File: config.mk
export PLATFORM = sky130hd
export DESIGN_NAME = deadline_timer_pool_flat
export DESIGN_NICKNAME = d
export VERILOG_FILES = /design/src/hw/rtl/dtp_pkg.sv /design/src/hw/rtl/dtp_if.sv /design/src/hw/rtl/dtp_end_ram.sv /design/src/hw/rtl/deadline_timer_pool.sv /design/src/flat_wrapper.sv
export SDC_FILE = /design/constraint.sdc
export NUM_CORES = 1
export LEC_CHECK = 0
export BUFFER_PORTS_ARGS = -buffer_cell sky130_fd_sc_hd__buf_2
export CORE_ASPECT_RATIO = 0.75
export CORE_MARGIN = 5
export CORE_UTILIZATION = 55
export CTS_BUF_LIST = sky130_fd_sc_hd__clkbuf_16
export DETAILED_ROUTE_END_ITERATION = 8
export PLACE_DENSITY = 0.73
export SLEW_MARGIN = 20
export SYNTH_ARGS = -nofsm -noshare
export SYNTH_HDL_FRONTEND = slang
export SYNTH_SLANG_ARGS = --single-unit
File: constraint.sdc
create_clock -name clk -period 5.6 [get_ports clk]
set_clock_uncertainty 0.15 [all_clocks]
set_input_delay 0.28 -clock clk [delete_from_list [all_inputs] [get_ports clk]]
set_output_delay 0.28 -clock clk [all_outputs]
set_load 0.01 [all_outputs]
File: src/hw/rtl/dtp_pkg.sv
// ----------------------------------------------------------------------------
// dtp_pkg
// Shared constants, codes and types of the deadline timer pool.
// ----------------------------------------------------------------------------
package dtp_pkg;

  localparam int unsigned TIMER_COUNT = 8;
  localparam int unsigned SLOT_W      = (TIMER_COUNT > 1) ? $clog2(TIMER_COUNT) : 1;
  localparam logic [6:0]  IDX_LIMIT   = 7'(TIMER_COUNT);

  localparam logic [1:0] REQ_START   = 2'd0;
  localparam logic [1:0] REQ_QUERY   = 2'd1;
  localparam logic [1:0] REQ_RELEASE = 2'd2;
  localparam logic [1:0] REQ_CLEAR   = 2'd3;

  localparam logic [1:0] ST_OK         = 2'd0;
  localparam logic [1:0] ST_NO_FREE    = 2'd1;
  localparam logic [1:0] ST_NOT_ACTIVE = 2'd2;
  localparam logic [1:0] ST_BAD_INDEX  = 2'd3;

  typedef logic [SLOT_W-1:0] slot_t;

  typedef struct packed {
    logic        rd_en;
    slot_t       rd_addr;
    logic        wr_en;
    slot_t       wr_addr;
    logic [31:0] wr_data;
  } ram_req_t;

endpackage

File: src/hw/rtl/dtp_if.sv
// ----------------------------------------------------------------------------
// dtp_if
// Request and response channels of the deadline timer pool.
// ----------------------------------------------------------------------------
interface dtp_req_if;
  logic              valid;
  logic              ready;
  logic [1:0]        req_type;
  logic [31:0]       now_us;
  logic [31:0]       duration_us;
  logic signed [7:0] slot_index;

  modport source (output valid, req_type, now_us, duration_us, slot_index, input ready);
  modport sink   (input valid, req_type, now_us, duration_us, slot_index, output ready);
endinterface

interface dtp_rsp_if;
  logic       valid;
  logic       ready;
  logic [1:0] status;
  logic [5:0] granted_index;
  logic       elapsed;

  modport source (output valid, status, granted_index, elapsed, input ready);
  modport sink   (input valid, status, granted_index, elapsed, output ready);
endinterface

File: src/hw/rtl/dtp_end_ram.sv
// ----------------------------------------------------------------------------
// dtp_end_ram
// End-time store: one write and one registered read per cycle. Entries not
// yet written since reset read as zero.
// ----------------------------------------------------------------------------
module dtp_end_ram (
  input  logic              clk,
  input  logic              rst_n,
  input  dtp_pkg::ram_req_t req,
  output logic [31:0]       rd_data
);

  logic [31:0]                     mem [dtp_pkg::TIMER_COUNT];
  logic [dtp_pkg::TIMER_COUNT-1:0] written_r;
  logic [31:0]                     rd_data_r;
  logic                            rd_written_r;

  always_ff @(posedge clk) begin
    if (req.wr_en) begin
      mem[req.wr_addr] <= req.wr_data;
    end
    if (req.rd_en) begin
      rd_data_r <= mem[req.rd_addr];
    end
  end

  always_ff @(posedge clk) begin
    if (!rst_n) begin
      written_r    <= '0;
      rd_written_r <= 1'b0;
    end else begin
      if (req.wr_en) begin
        written_r[req.wr_addr] <= 1'b1;
      end
      if (req.rd_en) begin
        rd_written_r <= written_r[req.rd_addr];
      end
    end
  end

  assign rd_data = rd_written_r ? rd_data_r : 32'd0;

endmodule

File: src/hw/rtl/deadline_timer_pool.sv
// ----------------------------------------------------------------------------
// deadline_timer_pool
// Pool of one-shot deadline timers: start, query, release and clear.
// ----------------------------------------------------------------------------
//  channel  dir  words
//  in_ch    in   req_type, now_us, duration_us, slot_index
//  out_ch   out  status, granted_index, elapsed
//
//  Each word passes through accept (end-time read issued), then execute
//  (compare, allocate, write back), one result word per request.
//  A new word is taken once the previous result has left or is leaving.
//  Reset is synchronous; end times and active flags read as zero after it.
//  Output stalls hold the result register and block further requests.
// ----------------------------------------------------------------------------
module deadline_timer_pool (
  input logic clk,
  input logic rst_n,
  dtp_req_if.sink   in_ch,
  dtp_rsp_if.source out_ch
);

  localparam logic S_IDLE = 1'b0;
  localparam logic S_EXEC = 1'b1;

  logic                            state_r;
  logic [1:0]                      req_type_r;
  logic [31:0]                     now_r;
  logic [31:0]                     dur_r;
  logic                            idx_ok_r;
  dtp_pkg::slot_t                  slot_r;
  logic [dtp_pkg::TIMER_COUNT-1:0] active_r;
  logic [dtp_pkg::TIMER_COUNT-1:0] active_nxt;

  logic                            out_valid_r;
  logic [1:0]                      status_r;
  logic [5:0]                      granted_r;
  logic                            elapsed_r;
  logic [1:0]                      status_nxt;
  logic [5:0]                      granted_nxt;
  logic                            elapsed_nxt;

  logic                            accept;
  logic                            idx_ok;
  logic                            exec;
  logic                            any_free;
  dtp_pkg::slot_t                  free_idx;
  dtp_pkg::ram_req_t               ram_req;
  logic [31:0]                     end_time;

  assign in_ch.ready = (state_r == S_IDLE) && (!out_valid_r || out_ch.ready);
  assign accept      = in_ch.valid && in_ch.ready;
  assign exec        = (state_r == S_EXEC);
  assign idx_ok      = !in_ch.slot_index[7] && (in_ch.slot_index[6:0] < dtp_pkg::IDX_LIMIT);

  // lowest free slot
  always_comb begin
    free_idx = '0;
    for (int i = dtp_pkg::TIMER_COUNT - 1; i >= 0; i--) begin
      if (!active_r[i]) begin
        free_idx = dtp_pkg::slot_t'(i);
      end
    end
  end
  assign any_free = ~&active_r;

  always_comb begin
    ram_req.rd_en   = accept;
    ram_req.rd_addr = in_ch.slot_index[dtp_pkg::SLOT_W-1:0];
    ram_req.wr_en   = exec && (req_type_r == dtp_pkg::REQ_START) && any_free;
    ram_req.wr_addr = free_idx;
    ram_req.wr_data = now_r + dur_r;
  end

  dtp_end_ram u_end_ram (
    .clk     (clk),
    .rst_n   (rst_n),
    .req     (ram_req),
    .rd_data (end_time)
  );

  always_comb begin
    status_nxt  = dtp_pkg::ST_OK;
    granted_nxt = 6'd0;
    elapsed_nxt = 1'b0;
    active_nxt  = active_r;
    unique case (req_type_r)
      dtp_pkg::REQ_START: begin
        if (any_free) begin
          active_nxt[free_idx] = 1'b1;
          granted_nxt          = 6'(free_idx);
        end else begin
          status_nxt = dtp_pkg::ST_NO_FREE;
        end
      end
      dtp_pkg::REQ_QUERY: begin
        if (idx_ok_r) begin
          elapsed_nxt = (now_r >= end_time);
        end else begin
          status_nxt  = dtp_pkg::ST_BAD_INDEX;
          elapsed_nxt = 1'b1;
        end
      end
      dtp_pkg::REQ_RELEASE: begin
        if (!idx_ok_r) begin
          status_nxt = dtp_pkg::ST_BAD_INDEX;
        end else if (active_r[slot_r]) begin
          active_nxt[slot_r] = 1'b0;
        end else begin
          status_nxt = dtp_pkg::ST_NOT_ACTIVE;
        end
      end
      dtp_pkg::REQ_CLEAR: begin
        active_nxt = '0;
      end
    endcase
  end

  always_ff @(posedge clk) begin
    if (accept) begin
      req_type_r <= in_ch.req_type;
      now_r      <= in_ch.now_us;
      dur_r      <= in_ch.duration_us;
      idx_ok_r   <= idx_ok;
      slot_r     <= in_ch.slot_index[dtp_pkg::SLOT_W-1:0];
    end
    if (exec) begin
      status_r  <= status_nxt;
      granted_r <= granted_nxt;
      elapsed_r <= elapsed_nxt;
    end
  end

  always_ff @(posedge clk) begin
    if (!rst_n) begin
      state_r     <= S_IDLE;
      active_r    <= '0;
      out_valid_r <= 1'b0;
    end else begin
      if (exec) begin
        active_r    <= active_nxt;
        out_valid_r <= 1'b1;
        state_r     <= S_IDLE;
      end else begin
        if (out_valid_r && out_ch.ready) begin
          out_valid_r <= 1'b0;
        end
        if (accept) begin
          state_r <= S_EXEC;
        end
      end
    end
  end

  assign out_ch.valid         = out_valid_r;
  assign out_ch.status        = status_r;
  assign out_ch.granted_index = granted_r;
  assign out_ch.elapsed       = elapsed_r;

`ifndef SYNTHESIS
  a_exec_slot_free: assert property (@(posedge clk) disable iff (!rst_n)
    exec |-> !out_valid_r)
    else $error("result produced while output register busy");

  a_accept_exec: assert property (@(posedge clk) disable iff (!rst_n)
    accept |=> exec)
    else $error("accepted word not executed");

  a_start_alloc: assert property (@(posedge clk) disable iff (!rst_n)
    (exec && (req_type_r == dtp_pkg::REQ_START) && any_free) |=>
      ($countones(active_r) == $countones($past(active_r)) + 1))
    else $error("start did not allocate exactly one slot");

  a_clear_all: assert property (@(posedge clk) disable iff (!rst_n)
    (exec && (req_type_r == dtp_pkg::REQ_CLEAR)) |=> (active_r == '0))
    else $error("clear left active slots");
`endif

endmodule

File: src/flat_wrapper.sv
// flat-port wrapper written by rule: the top's interface ports become plain ports
module deadline_timer_pool_flat 
  (clk, rst_n, in_ch_valid, in_ch_req_type, in_ch_now_us, in_ch_duration_us, in_ch_slot_index, in_ch_ready, out_ch_valid, out_ch_status, out_ch_granted_index, out_ch_elapsed, out_ch_ready);
  dtp_req_if in_ch_i ();
  dtp_rsp_if out_ch_i ();
  input logic clk;
  input logic rst_n;
  input wire logic [$bits(in_ch_i.valid)-1:0] in_ch_valid;
  input wire logic [$bits(in_ch_i.req_type)-1:0] in_ch_req_type;
  input wire logic [$bits(in_ch_i.now_us)-1:0] in_ch_now_us;
  input wire logic [$bits(in_ch_i.duration_us)-1:0] in_ch_duration_us;
  input wire logic [$bits(in_ch_i.slot_index)-1:0] in_ch_slot_index;
  output wire logic [$bits(in_ch_i.ready)-1:0] in_ch_ready;
  output wire logic [$bits(out_ch_i.valid)-1:0] out_ch_valid;
  output wire logic [$bits(out_ch_i.status)-1:0] out_ch_status;
  output wire logic [$bits(out_ch_i.granted_index)-1:0] out_ch_granted_index;
  output wire logic [$bits(out_ch_i.elapsed)-1:0] out_ch_elapsed;
  input wire logic [$bits(out_ch_i.ready)-1:0] out_ch_ready;
  assign in_ch_i.valid = in_ch_valid;
  assign in_ch_i.req_type = in_ch_req_type;
  assign in_ch_i.now_us = in_ch_now_us;
  assign in_ch_i.duration_us = in_ch_duration_us;
  assign in_ch_i.slot_index = in_ch_slot_index;
  assign in_ch_ready = in_ch_i.ready;
  assign out_ch_valid = out_ch_i.valid;
  assign out_ch_status = out_ch_i.status;
  assign out_ch_granted_index = out_ch_i.granted_index;
  assign out_ch_elapsed = out_ch_i.elapsed;
  assign out_ch_i.ready = out_ch_ready;
  deadline_timer_pool u_core (.clk(clk), .rst_n(rst_n), .in_ch(in_ch_i), .out_ch(out_ch_i));
endmodule
==> out/metrics.cfg <==
[pwr]
p_leak_nw=6.69
powerDensity_mw_per_mm2=347
peakVddDrop_uv=289

[setup_path]
cp-end-kind=flip-flop
crit_start=u_core.u_end_ram.rd_written_r
r2r-end=u_core.out_ch.elapsed
rr_worst_depth=9
reg2reg_slack_ns=1.80
cp_max_fo=17
cp-endpoint=u_core.out_ch.elapsed
path_class=reg -> reg
worstPathArrival_ns=3.89
worstReg2RegStart=u_core.u_end_ram.rd_written_r
required_ns=5.69
startpoint_type=flip-flop

[sta]
hold_viol=0
drv_slew=0
finalCriticalPeriod_ns=3.80
relSlewSlack_pct=32.8
fin_tns_setup_ns=0
fin_crit_sh_pct=67.9
setup_viol=0
max_freq_mhz=263
tightest_slew_ns=1.01
rsz0062_at_grt=no

[logic_synthesis]
synth_simple_gate_area_share_pct=4.39
ys_seq_elements=383
async_flop_share_pct=0
yosys.cell_types.count=57
synthCells=939
yosysSeqAreaShare_pct=69.6
synth_top_family_by_area=multiplexers
yosys_warnings=0
synth_top_flop_cell=edfxtp_1
synth_edf_count=364
synth_mux_area_share_pct=11.6
synth_xor_area_share_pct=1.67
syn_avg_cell_area_um2=17.3
synthAdderAreaFrac_pct=4.98
syn-cell-area_mm2=0.0162
synth_compound_area_share_pct=6.39

[floorplanning]
die_w_um=208
start_util_pct=55.8
io_pins=89
die_area_mm2=0.0331
rows=54
die_h_um=159
core_mm2=0.0291

[global_route]
grt_max_degree=69
grt_pass1_wl_um=54500
antenna_found_initial=0
grt_usage_pct=21.3
gr-total-overflow=0
grt_pass1_vias=9207

[placed_design]
place_area_mm2=0.0172
io_buffers=85
post-dp-hpwl_um=20400
routabilityCongestion=0.851

[clock_tree]
numCtsBuffers=38
clk_latency_ns=0.54
root_buffer=clkbuf_16
cts_resized=0
holdBufCountCts=71
cts_setup_buffers=0
cts_tree=built
clk_path_buf_depth=3
clkSinkCount=383
cts.clk_slew.worst_paths_ns=0.06
htree_levels=2

[routing]
vias=9049
drc=0
routed_wl_um=35300
avgViaCountPerCell=5.90
dr.pass1.iters=7
ant_nets=0
drt_iter0_drc=768
wl_per_cell_um=23.1

[finish]
area_growth_syn_to_layout_pct=18.3
final_cell_area_mm2=0.0192
diodes=0
drive_gt1_share_pct=24.3
final_nets=1255

[hold_path]
hp-class=in -> reg
holdCritStartpoint=in_ch_slot_index[1]

[outcome]
status=completed

[job]
max_cap_viol_count=0

-- cells in the mapped netlist (all sizes together) (2+ instances only) --
master | n | area share [%]
nor3 | 9 | 0.28
or3 | 4 | 0.15
and3 | 10 | 0.39
nand3 | 10 | 0.31
o221a | 8 | 0.55
a31o | 3 | 0.16
xnor2 | 19 | 1.0
o21bai | 4 | 0.18
a211oi | 7 | 0.32
o21ai | 30 | 0.95
dfxtp | 19 | 2.3
a21oi | 50 | 1.5
edfxtp | 364 | 67
mux2 | 33 | 2.3
o211ai | 5 | 0.23
o21a | 13 | 0.61
mux2i | 3 | 0.18
ha | 63 | 4.9
nand4 | 11 | 0.42
nand2b | 4 | 0.15
and4 | 2 | 0.11
xor2 | 12 | 0.65
buf | 13 | 0.43
a31oi | 8 | 0.31
inv | 13 | 0.30
clkbuf | 24 | 0.55
o31ai | 3 | 0.14
nor2b | 6 | 0.23
mux4 | 66 | 9.2
and2 | 3 | 0.12
nor2 | 24 | 0.55
a22oi | 2 | 0.092
a21o | 11 | 0.51
a2111oi | 2 | 0.11
nand2 | 63 | 1.5
-- final cells by class --
type / count / area [um2]
flip-flops and latches: 383 / 11300
inverters: 13 / 48.8
multi-input cells: 508 / 4800
fillers: 1933 / 9910
repair buffers: 169 / 1250
clock inverters: 27 / 288
well taps: 392 / 490
clock buffers: 41 / 1030
-- stage by stage --
stage / setup WS, ns / power, W / instances / hold WS (ns) / util [%]
finish: 1.80 / 0.00667 / 1533 / 0.194 / 66.0
global route: 1.64 / 0.00691 / 1533 / 0.205 / 66.0
CTS: 1.79 / 0.00670 / 1532 / 0.184 / 65.9
detailed placement: 1.82 / 0.00403 / 1393 / 0.302 / 58.9
global placement: 1.80 / 0.00401 / 1393 / 0.292 / 58.9
floorplan: 1.63 / 0.00383 / 941 / 0.229 / -
-- how the worst min path moves through the flow --
stage	endpoint	slack, ns	depth (start not counted)
after detailed placement	u_core.u_end_ram.written_r[2]	0.30	1
final	u_core.slot_r[1]	0.19	1
after CTS	u_core.slot_r[1]	0.18	1
after floorplan	u_core.dur_r[0]	0.23	0
after global placement	u_core.u_end_ram.written_r[2]	0.29	1
after global routing	u_core.slot_r[1]	0.20	1
-- layer usage --
metal	GRT usage, %	share of wire, %	routed length [um]
met5	0	0	0
met4	5.49	1.9	663
met2	32.9	46	16400
met3	3.83	6.4	2280
met1	32.1	45	16000
-- kinds of logic (layout without fill, tap and decap cells) --
logic type	Yosys count	count (layout)
simple gates	151	151
xor+xnor	31	31
buf+inv	50	250
flops	383	383
compound gates	157	157
other cells	1	3
mux	102	102
fa+ha+maj	64	64
-- worst max-delay path, stage by stage, from the launching register on --
cell and delay (ns):
dfxtp_1 0.79, and2_1 0.23, ha_1 0.22, nand2b_1 0.14, a2111oi_0 0.44, o211ai_1 0.20, a21oi_1 0.34, o21ai_0 0.21
a211oi_1 0.59, o22ai_1 0.20
-- placed cells by master (no fill, tap or decap), drive strengths merged, types with 9 or more instances in the layout --
cell type,synthesis,layout
clkbuf,24,41
edfxtp,364,364
o21a,13,13
a21o,11,11
dlygate4sd3,0,71
xnor2,19,19
a21oi,50,50
dfxtp,19,19
xor2,12,12
buf,13,98
nand4,11,11
and3,10,10
nand2,63,63
o21ai,30,30
inv,13,22
nor2,24,24
ha,63,63
mux2,33,33
nor3,9,9
nand3,10,10
mux4,66,66
-- sequential cells by signal, summed over array words and instances, names as in the netlist, 2 cells and up --
name,flops
u_core.req_type_r,2
u_core.slot_r,3
u_core.u_end_ram.written_r,8
u_core.active_r,8
u_core.u_end_ram.rd_data_r,32
u_core.out_ch.granted_index,3
u_core.now_r,32
u_core.u_end_ram.mem,256
u_core.dur_r,32
u_core.out_ch.status,2
-- report_power, final --
part / internal [W] / total [W] / switching [W]
logic: 0.000249 / 0.000639 / 0.000390
clock network: 0.00160 / 0.00265 / 0.00105
registers: 0.00334 / 0.00338 / 0.0000426
total: 0.00519 / 0.00667 / 0.00148
(Power assumes the default switching activity.)
